### src/rtl/core/pal_pkg.sv
// ----------------------------------------------------------------------------
// pal_pkg
// shared constants, operation codes and the command broadcast to the cell row
// ----------------------------------------------------------------------------
`default_nettype none

package pal_pkg;

    localparam int DEPTH      = 64;
    localparam int DATA_W     = 32;
    localparam int POS_W      = 7;
    localparam int LEN_W      = 7;
    localparam int CAP_W      = 7;
    localparam int CAP_RESET  = 64;
    localparam int CNT_W      = $clog2(DEPTH + 1);
    localparam int CMP_W      = ((POS_W > CNT_W) ? POS_W : CNT_W) + 1;
    localparam int GRP_W      = 8;
    localparam int NGRP       = (DEPTH + GRP_W - 1) / GRP_W;

    localparam logic [1:0] MODE_INSERT   = 2'd0;
    localparam logic [1:0] MODE_REMOVE   = 2'd1;
    localparam logic [1:0] MODE_RETRIEVE = 2'd2;

    // command seen by every cell in the cycle of an input transfer
    typedef struct packed {
        logic              ins;
        logic              rem;
        logic              rd;
        logic [CMP_W-1:0]  pos;
        logic [DATA_W-1:0] value;
    } t_cmd;

endpackage

`default_nettype wire

### src/rtl/core/pal_cell.sv
// ----------------------------------------------------------------------------
// pal_cell
// one list entry: loads, shifts from a neighbor or holds, and offers its word
// ----------------------------------------------------------------------------
`default_nettype none

module pal_cell (
    input  wire logic                          i_clk,
    input  wire pal_pkg::t_cmd                 i_cmd,
    input  wire logic [pal_pkg::CNT_W-1:0]     i_cell_pos,
    input  wire logic [pal_pkg::DATA_W-1:0]    i_left,
    input  wire logic [pal_pkg::DATA_W-1:0]    i_right,
    output logic      [pal_pkg::DATA_W-1:0]    o_data,
    output logic      [pal_pkg::DATA_W-1:0]    o_hit_data
);

    logic [pal_pkg::DATA_W-1:0] r_data;
    logic [pal_pkg::CMP_W-1:0]  me;
    logic                       hit;
    logic                       after;

    assign me    = pal_pkg::CMP_W'(i_cell_pos);
    assign hit   = (i_cmd.pos == me);
    assign after = (i_cmd.pos < me);

    always_ff @(posedge i_clk) begin
        if (i_cmd.ins && hit) begin
            r_data <= i_cmd.value;
        end else if (i_cmd.ins && after) begin
            r_data <= i_left;
        end else if (i_cmd.rem && (hit || after)) begin
            r_data <= i_right;
        end
    end

    assign o_data     = r_data;
    assign o_hit_data = (i_cmd.rd && hit) ? r_data : '0;

endmodule

`default_nettype wire

### config.mk
export PLATFORM = sky130hd
export DESIGN_NAME = pal_cell
export DESIGN_NICKNAME = d
export VERILOG_FILES = /design/src/rtl/core/pal_pkg.sv /design/src/rtl/core/pal_cell.sv
export SDC_FILE = /design/constraint.sdc
export NUM_CORES = 1
export LEC_CHECK = 0
export ABC_AREA = 1
export BUFFER_PORTS_ARGS = -buffer_cell sky130_fd_sc_hd__buf_2
export CAP_MARGIN = 10
export CORE_MARGIN = 2
export CORE_UTILIZATION = 42
export DETAILED_ROUTE_END_ITERATION = 8
export PLACE_DENSITY = 0.91
export SYNTH_ARGS = -nofsm -noshare
export SYNTH_HDL_FRONTEND = slang
export SYNTH_SLANG_ARGS = --single-unit
export TNS_END_PERCENT = 5
### constraint.sdc
create_clock -name i_clk -period 4.35 [get_ports i_clk]
set_input_delay 1.305 -clock i_clk [delete_from_list [all_inputs] [get_ports i_clk]]
set_output_delay 1.305 -clock i_clk [all_outputs]
set_load 0.02 [all_outputs]
# [Word-level counts from Yosys, hierarchy flattened]
# Cells that the tools add are included.
[classes] bitwise=0 n_mux=4 n_mul=0 eq_ne=1 n_lt_le_gt_ge=1 addsub=0 shifts=0 div_mod_pow=0 reduce_logical=6
[op_table] op="32-bit 2-to-1 mux" n=4
[op_table] op="8-bit by 7-bit equality test with 1-bit output" n=1
[op_table] op="8-bit by 7-bit < comparator with 1-bit output" n=1
[op_table] op="1-bit logical AND" n=4
[op_table] op="3-bit nonzero test" n=1
[op_table] op="1-bit logical OR" n=1
[totals] rom_bits=0 wordCells=13 input_bits=115 regBits=32 ramBits=0 memories=0 latchBits=0

# [Longest topological paths before layout]
# Gate-level depths: netlist (run 1).
[logic_depth] depth_word=6 depth_mapped=13 depth_no_buf=12

# [Worst setup path after synthesis (run 1)]
# No wires, ideal clock.
[synth_path] path_type="input port to flip-flop" startpoint="input i_cell_pos[6] (netlist name)" endpoint="register r_data, in the netlist o_data[0], enable pin" n_path_buf=1 t_required_ns=3.929 slack_ns=0.263 cell_stages=8 arrival_time_ns=3.666 cell_sequence="inv_1 > ha_1 > nand2_1 > inv_1 > a21oi_2 > buf_2 > a22oi_1 > nor2_1"
[synth_between] elab_chain_cells=4 word_cells_on_any_way=7
[synth_rtl] element="from (decl)" line="pal_cell.sv:10" rtl="input wire logic [pal_pkg::CNT_W-1:0] i_cell_pos,"
[synth_rtl] element="8-bit by 7-bit < comparator with 1-bit output or 8-bit by 7-bit equality test with 1-bit output (tied branches)" line="pal_cell.sv:24, pal_cell.sv:23"
[synth_rtl] element="1-bit logical OR" line="pal_cell.sv:31" rtl="end else if (i_cmd.rem && (hit || after)) begin"
[synth_rtl] element="1-bit logical AND" line="pal_cell.sv:31"
[synth_rtl] element="3-bit nonzero test (no line) *"
[synth_rtl] element="to (signal assigned)" line="pal_cell.sv:28" rtl="r_data <= i_cmd.value;"
[synth_rtl] element="to (signal assigned)" line="pal_cell.sv:30" rtl="r_data <= i_left;"
[synth_rtl] element="to (signal assigned)" line="pal_cell.sv:32" rtl="r_data <= i_right;"
[synth_rtl] element="to (decl)" line="pal_cell.sv:17" rtl="logic [pal_pkg::DATA_W-1:0] r_data;"
# Every way passes the cells marked *; elsewhere a longest branch is shown, timed or not.
# A chain may end at the register's enable or synchronous reset.

# [Worst setup path in the final report (run 1)]
[layout_path] startpoint="input i_cmd[35] (netlist name)" endpoint="output o_hit_data[7] (netlist name)"
[layout_between] elab_chain_cells=3
[layout_rtl] element="from (decl)" line="pal_cell.sv:9" rtl="input wire pal_pkg::t_cmd i_cmd,"
[layout_rtl] element="8-bit by 7-bit equality test with 1-bit output" line="pal_cell.sv:23" rtl="assign hit = (i_cmd.pos == me);"
[layout_rtl] element="1-bit logical AND" line="pal_cell.sv:37" rtl="assign o_hit_data = (i_cmd.rd && hit) ? r_data : '0;"
[layout_rtl] element="32-bit 2-to-1 mux" line="pal_cell.sv:37"
[layout_rtl] element="to (decl)" line="pal_cell.sv:14" rtl="output logic [pal_pkg::DATA_W-1:0] o_hit_data"
# Every way passes these cells.

==> qor.tcl, run 1 <==
set qor(outcome) {complete, no violations}
set qor(finalCoreUtilization) 0.602
set qor(post-synth-top-area-fraction) 0.380
set qor(detail_route.drc_violations) 0
set qor(synthMostInstantiatedCell) {sky130_fd_sc_hd__inv_1}
set qor(postCtsResizedCells) 0
set qor(crit_fanout) 30
set qor(share_seq_of_total_power) 0.464
set qor(fin_area_mm2) 0.00355
set qor(setup_viol) 0
set qor(tritoncts_clock_tree) {done}
set qor(ys_async_sr_fraction) 0
set qor(final.min_clock_period_ns) 4.05
set qor(timing.critical_path.to_type) {primary output}
set qor(ys_ff_latch) 32
set qor(rsz0062_at_grt) {no}
set qor(cts.htree.levels) 2
set qor(place_inst) 619
set qor(number_of_antenna_violating_nets_in_the_routed_design) 0
set qor(placement.setup.worst_slack_ns) 0.319
set qor(worst_slew_pin_slew_ns) 0.712
set qor(synthesis.instances) 382
set qor(power.ir.vdd_worst_v) 0.000132
set qor(yosys_warnings) 0
set qor(synth.yosys.seq_area_share) 0.380
set qor(synthTopCellsByCount) {107 x sky130_fd_sc_hd__inv_1, 105 x sky130_fd_sc_hd__nand2_1, 36 x sky130_fd_sc_hd__nor2_1}
set qor(number_of_iterations_in_the_first_detailed_routing_pass) 4
set qor(area.growth.synth_to_final_pct) 40.1
set qor(clk_transition_reported_paths_ns) 0.07
set qor(clock_tree.root_cell) {sky130_fd_sc_hd__clkbuf_8}
set qor(power_spent_charging_and_discharging_nets_uw) 271
set qor(syn-num-nets) 504
set qor(avgSynthCellArea_um2) 6.63
set qor(grt_pass1_wl_mm) 11.3
set qor(maxSlewViolCount) 0
set qor(fmaxAchievable_mhz) 247
set qor(setup.worst_path.class) {in2out}
set qor(hold_path.class) {in2reg}
set qor(grt_max_degree) 36
set qor(min_from) {i_cmd[3]}
set qor(placedInstanceArea_mm2) 0.00347
set qor(drt-initial-drc-count) 193
set qor(cp.required_ns) 3.04
set qor(clk_path_buf_depth) 2
set qor(die_width_um) 81.6
set qor(finalCritPeriodShare) 0.931
set qor(p_sw_frac) 0.314
set qor(slew_headroom) 0.525
set qor(holdWs_ns) 1.30
set qor(final_cell_count_no_fill) 627
set qor(std_cell_rows) 28
set qor(fp.dieArea_mm2) 0.00666
set qor(gp_routability_congestion) 0.914
set qor(yosys.cell_types.count) 19
set qor(cts_made_buffers) 5
set qor(most_used_flip_flop_cell_after_synthesis) {sky130_fd_sc_hd__edfxtp_1}
set qor(fin_total_pwr_uw) 863
set qor(power_share_of_the_clock_group) 0.246
set qor(routed_wirelength_mm) 7.63
set qor(routedWlPerCell_um) 12.2
set qor(worst_hold_path.endpoint) {o_data[3]}
set qor(power.static_leakage_nw) 2.26
set qor(data_arrival_time_at_the_worst_slack_endpoint_ns) 2.75
set qor(fp.dieH_um) 81.6
set qor(num_vias) 3009
set qor(core_area_mm2) 0.00589
set qor(post_cts_buffers) 0
set qor(design.portCount) 179
set qor(synth_area_leader_cell) {sky130_fd_sc_hd__edfxtp_1}
set qor(grtUsageTotal) 0.221
set qor(largest_register_ff_count) 32
set qor(cell_types_occupying_the_most_area_after_synthesis) {sky130_fd_sc_hd__edfxtp_1 38%, sky130_fd_sc_hd__inv_1 16%, sky130_fd_sc_hd__nand2_1 16%}
set qor(nets) 673
set qor(power_density_cells_mw_per_mm2) 243
set qor(fin_ws_ns) 0.298
set qor(filler_cell_count) 568
set qor(number_of_synthesized_flops_with_an_enable_pin) 32
set qor(cellInternalPower_uw) 592
set qor(cts.sinks) 32
set qor(report.final.hold_viol_count) 0
set qor(combPwrFrac) 0.289
set qor(fraction_of_layout_instances_using_a_drive_strength_above_1) 0.355
set qor(vias_in_the_first_global_route) 2615
set qor(overflow) 0
set qor(hold_buffers) 0
set qor(floorplan.initialDensity) 0.430
set qor(max_cap_viol_count) 0
set qor(place_hpwl_mm) 5.80
set qor(synthesized_cell_area_mm2) 0.00253
set qor(timing.setup.tns_ns) 0
set qor(port-buffer-count) 178
set qor(routed_via_density) 4.80
set qor(num_antenna_cells) 0
set qor(grt_antenna_before_repair) 0
set qor(worst_setup_path_start_kind) {input port}
set qor(whs_path_depth) 3
==> power by group through the flow <==
stage                     registers (mW)  clock network, mW  logic (mW)
after floorplan                    0.448                  0       0.100
after global routing               0.405              0.234       0.278
after global placement             0.406                  0       0.241
after CTS                          0.401              0.216       0.250
after detailed placement           0.408                  0       0.249
final                              0.401              0.212       0.250
==> how the worst max path moves through the flow <==
stage	end	from	cells after the start	slack, ns
after CTS	o_hit_data[24]	i_cmd[35]	8	0.31
after floorplan	o_data[0]	i_cell_pos[6]	8	0.26
after global placement	o_hit_data[10]	i_cell_pos[3]	9	0.43
final	o_hit_data[7]	i_cmd[35]	8	0.30
after global routing	o_hit_data[7]	i_cmd[35]	8	0.17
after detailed placement	o_hit_data[24]	i_cmd[35]	8	0.32
==> per-layer routing <==
| layer | vias to the layer above | global-route usage | routed length, um |
|---|---|---|---|
| met5 | - | 0 | 0 |
| met4 | 0 | 0.0683 | 109 |
| met3 | 13 | 0.0319 | 585 |
| met2 | 150 | 0.431 | 4080 |
| met1 | 1348 | 0.246 | 2860 |
| li1 | 1498 | - | - |
==> cell families after synthesis <==
logic type	synth area share
simple gates	0.369
buf+inv	0.209
flops	0.380
fa+ha+maj	0.0346
compound gates	0.00840
==> layout make-up <==
cell class,instances,area (um2),area share
multi-input cells,220,1060,0.298
clock inverters,1,3.75,0.00106
clock buffers,7,76.3,0.0215
inverters,108,405,0.114
repair buffers,184,948,0.267
flip-flops and latches,32,961,0.271
well taps,75,93.8,0.0265
==> cells in the final DEF, fill, tap and decap left out <==
cell type                  count
sky130_fd_sc_hd__nand2_2       1
sky130_fd_sc_hd__nand3_1      33
sky130_fd_sc_hd__buf_4         5
sky130_fd_sc_hd__edfxtp_1     32
sky130_fd_sc_hd__nor2_1       35
sky130_fd_sc_hd__nor3b_2       1
sky130_fd_sc_hd__nand2_1     105
sky130_fd_sc_hd__buf_12        1
sky130_fd_sc_hd__nand3_2       2
sky130_fd_sc_hd__a21oi_4       1
sky130_fd_sc_hd__nor2_4        1
sky130_fd_sc_hd__inv_2         1
sky130_fd_sc_hd__buf_2       178
sky130_fd_sc_hd__clkinv_1      1
sky130_fd_sc_hd__a21oi_1       1
sky130_fd_sc_hd__nand4_1      32
sky130_fd_sc_hd__inv_1       107
sky130_fd_sc_hd__ha_1          7
sky130_fd_sc_hd__clkbuf_8      5
sky130_fd_sc_hd__a22oi_1       1
sky130_fd_sc_hd__clkbuf_1      2
==> worst max-delay path: stages <==
cell                      delay, ns
sky130_fd_sc_hd__buf_2         0.10
sky130_fd_sc_hd__ha_1          0.28
sky130_fd_sc_hd__nand2_1       0.07
sky130_fd_sc_hd__nor2_1        0.22
sky130_fd_sc_hd__nand3_1       0.22
sky130_fd_sc_hd__buf_12        0.23
sky130_fd_sc_hd__nor2_1        0.12
sky130_fd_sc_hd__buf_2         0.18
Power figures use the tool's default switching activity.
==> run 2, diff against run 1 <==
--- a/config.mk
+++ b/config.mk
@@ -6,7 +6,7 @@
 export NUM_CORES = 1
 export LEC_CHECK = 0
 export ABC_AREA = 1
-export BUFFER_PORTS_ARGS = -buffer_cell sky130_fd_sc_hd__buf_2
+export BUFFER_PORTS_ARGS = -buffer_cell sky130_fd_sc_hd__buf_4
 export CAP_MARGIN = 10
 export CORE_MARGIN = 2
 export CORE_UTILIZATION = 42
==> run 2 against run 1 <==
Sequential cell count did not move. Fmax rose by 0.57%. Non-clock buffer count did not move. Via count rose by 0.53%. Total power rose by 4.8%. Worst hold slack improved by 0.0073 ns. Worst setup slack improved by 0.023 ns. First-iteration DRC count fell by 10%. Final cell count did not move. Die area did not move. Final area rose by 13%. Highest routed layer unchanged.
==> qor.tcl, run 2 (synthesized netlist as in run 1, its figures left out) <==
set qor(outcome) {complete, no violations}
set qor(final-seq-area_um2) 961 ;# unchanged
set qor(worst_slew_pin_slew_ns) 0.704 ;# -0.00775 ns
set qor(core_area_mm2) 0.00589 ;# unchanged
set qor(cp.required_ns) 3.04 ;# about the same
set qor(postCtsResizedCells) 0 ;# unchanged
set qor(min_from) {i_cmd[1]}
set qor(floorplan.initialDensity) 0.430 ;# unchanged
set qor(tritoncts_clock_tree) {done}
set qor(design.portCount) 179 ;# unchanged
set qor(data_arrival_time_at_the_worst_slack_endpoint_ns) 2.72 ;# -0.03 ns
set qor(finalCritPeriodShare) 0.926 ;# -0.00527
set qor(fin_total_pwr_uw) 904 ;# +4.8%
set qor(timing.critical_path.to_type) {primary output}
set qor(cellInternalPower_uw) 638 ;# +7.8%
set qor(num_antenna_cells) 0 ;# unchanged
set qor(met1_usage) 0.264 ;# +0.0187
set qor(clk_path_buf_depth) 2 ;# unchanged
set qor(grtUsageTotal) 0.247 ;# +0.0258
set qor(slew_headroom) 0.530 ;# +0.00517
set qor(routed_wirelength_mm) 8.26 ;# +8.3%
set qor(grt_pass1_wl_mm) 12.7 ;# +12%
set qor(std_cell_rows) 28 ;# unchanged
set qor(hold_path.class) {in2reg}
set qor(fp.dieH_um) 81.6 ;# unchanged
set qor(multi_input_comb_area_mm2) 0.00106 ;# unchanged
set qor(overflow) 0 ;# unchanged
set qor(routedWlPerCell_um) 13.2 ;# +8.3%
set qor(detail_route.drc_violations) 0 ;# unchanged
set qor(power.ir.vdd_worst_v) 0.000130 ;# -1.4%
set qor(cts.sinks) 32 ;# unchanged
set qor(most-common-layout-cells) {183 x sky130_fd_sc_hd__buf_4, 107 x sky130_fd_sc_hd__inv_1, 105 x sky130_fd_sc_hd__nand2_1}
set qor(max_cap_viol_count) 0 ;# unchanged
set qor(fp.dieArea_mm2) 0.00666 ;# unchanged
set qor(number_of_antenna_violating_nets_in_the_routed_design) 0 ;# unchanged
set qor(die_width_um) 81.6 ;# unchanged
set qor(setup_viol) 0 ;# unchanged
set qor(area.growth.synth_to_final_pct) 57.7
set qor(vias_in_the_first_global_route) 2884 ;# +10%
set qor(maxSlewViolCount) 0 ;# unchanged
set qor(rsz0062_at_grt) {no}
set qor(place_hpwl_mm) 6.42 ;# +11%
set qor(post_cts_buffers) 0 ;# unchanged
set qor(number_of_iterations_in_the_first_detailed_routing_pass) 4 ;# unchanged
set qor(gp_routability_congestion) 0.882 ;# -3.5%
set qor(p_sw_frac) 0.295 ;# -0.0197
set qor(commonest_non_fill_non_tap_cell_in_the_layout) {sky130_fd_sc_hd__buf_4}
set qor(fmaxAchievable_mhz) 248 ;# +0.57%
set qor(cts_made_buffers) 5 ;# unchanged
set qor(worstSetupStartpoint) {i_cmd[35]}
set qor(grt_antenna_before_repair) 0 ;# unchanged
set qor(crit_fanout) 30 ;# unchanged
set qor(globalRoute.busiestLayer) {met2}
set qor(timing.setup.tns_ns) 0 ;# unchanged
set qor(share_seq_of_total_power) 0.446 ;# -0.018
set qor(routed_via_density) 4.82 ;# +0.53%
set qor(report.final.hold_viol_count) 0 ;# unchanged
set qor(clock_tree.root_cell) {sky130_fd_sc_hd__clkbuf_8}
set qor(met2_usage) 0.471 ;# +0.0402
set qor(power_density_cells_mw_per_mm2) 227 ;# -6.9%
set qor(grt_max_degree) 36 ;# unchanged
set qor(fraction_of_layout_instances_using_a_drive_strength_above_1) 0.355 ;# unchanged
set qor(filler_cell_count) 506 ;# -11%
set qor(power.static_leakage_nw) 2.38 ;# +5.4%
set qor(place_inst) 619 ;# unchanged
set qor(largest_register_ff_count) 32 ;# unchanged
set qor(final_cell_count_no_fill) 627 ;# unchanged
set qor(clk_transition_reported_paths_ns) 0.06 ;# about the same
set qor(power_spent_charging_and_discharging_nets_uw) 267 ;# -1.8%
set qor(nets) 673 ;# unchanged
set qor(setup.worst_path.class) {in2out}
set qor(combPwrFrac) 0.328 ;# +0.039
set qor(final.min_clock_period_ns) 4.03 ;# -0.0229 ns
set qor(groute.layer.met3.usage) 0.0440 ;# +0.0121
set qor(worst_setup_path_start_kind) {input port}
set qor(power_share_of_the_clock_group) 0.226 ;# -0.020
set qor(cts.htree.levels) 2 ;# unchanged
set qor(hold_buffers) 0 ;# unchanged
set qor(port-buffer-count) 178 ;# unchanged
set qor(drt-initial-drc-count) 173 ;# -10%
set qor(num_vias) 3025 ;# +0.53%
-- run 2: cell type report --
type | instances | area share
sequential | 32 | 0.241
clock inverter | 1 | 0.000940
multi-input combinational | 220 | 0.265
clock buffer | 7 | 0.0191
timing repair buffer | 184 | 0.349
tap | 75 | 0.0235
inverter | 108 | 0.102
-- run 2: final timing paths --
kind                    endpoint  slack, ns  depth (start not counted)
setup / recovery  o_hit_data[13]       0.32                          8
hold / removal         o_data[1]       1.31                          3
-- run 2: per-stage QoR --
step,util,setup slack [ns],hold WS (ns),instance area (um2)
2_1_floorplan,-,0.263,1.49,2530
3_3_place_gp,0.665,0.438,1.58,3910
3_5_place_dp,0.665,0.302,1.58,3910
4_1_cts,0.678,0.310,1.30,3990
5_1_grt,0.678,0.202,1.30,3990
6_report,0.678,0.321,1.31,3990
-- run 2: critical path, stage by stage --
cell	delay, ns
sky130_fd_sc_hd__buf_4	0.11
sky130_fd_sc_hd__ha_1	0.29
sky130_fd_sc_hd__nand2_1	0.08
sky130_fd_sc_hd__nor2_1	0.23
sky130_fd_sc_hd__nand3_1	0.21
sky130_fd_sc_hd__buf_12	0.22
sky130_fd_sc_hd__nor2_1	0.12
sky130_fd_sc_hd__buf_4	0.16
-- run 2: power groups by stage --
stage | Combinational (mW) | Clock (mW) | Sequential (mW)
after global routing | 0.326 | 0.231 | 0.407
after global placement | 0.286 | 0 | 0.408
final | 0.296 | 0.205 | 0.403
after floorplan | 0.100 | 0 | 0.448
after CTS | 0.297 | 0.212 | 0.404
after detailed placement | 0.297 | 0 | 0.410
-- run 2: routing by layer --
layer  share of wire  vias to the layer above
met3           0.069                       22
li1                -                     1497
met5               0                        -
met2            0.55                      132
met4           0.032                        0
met1            0.35                     1374
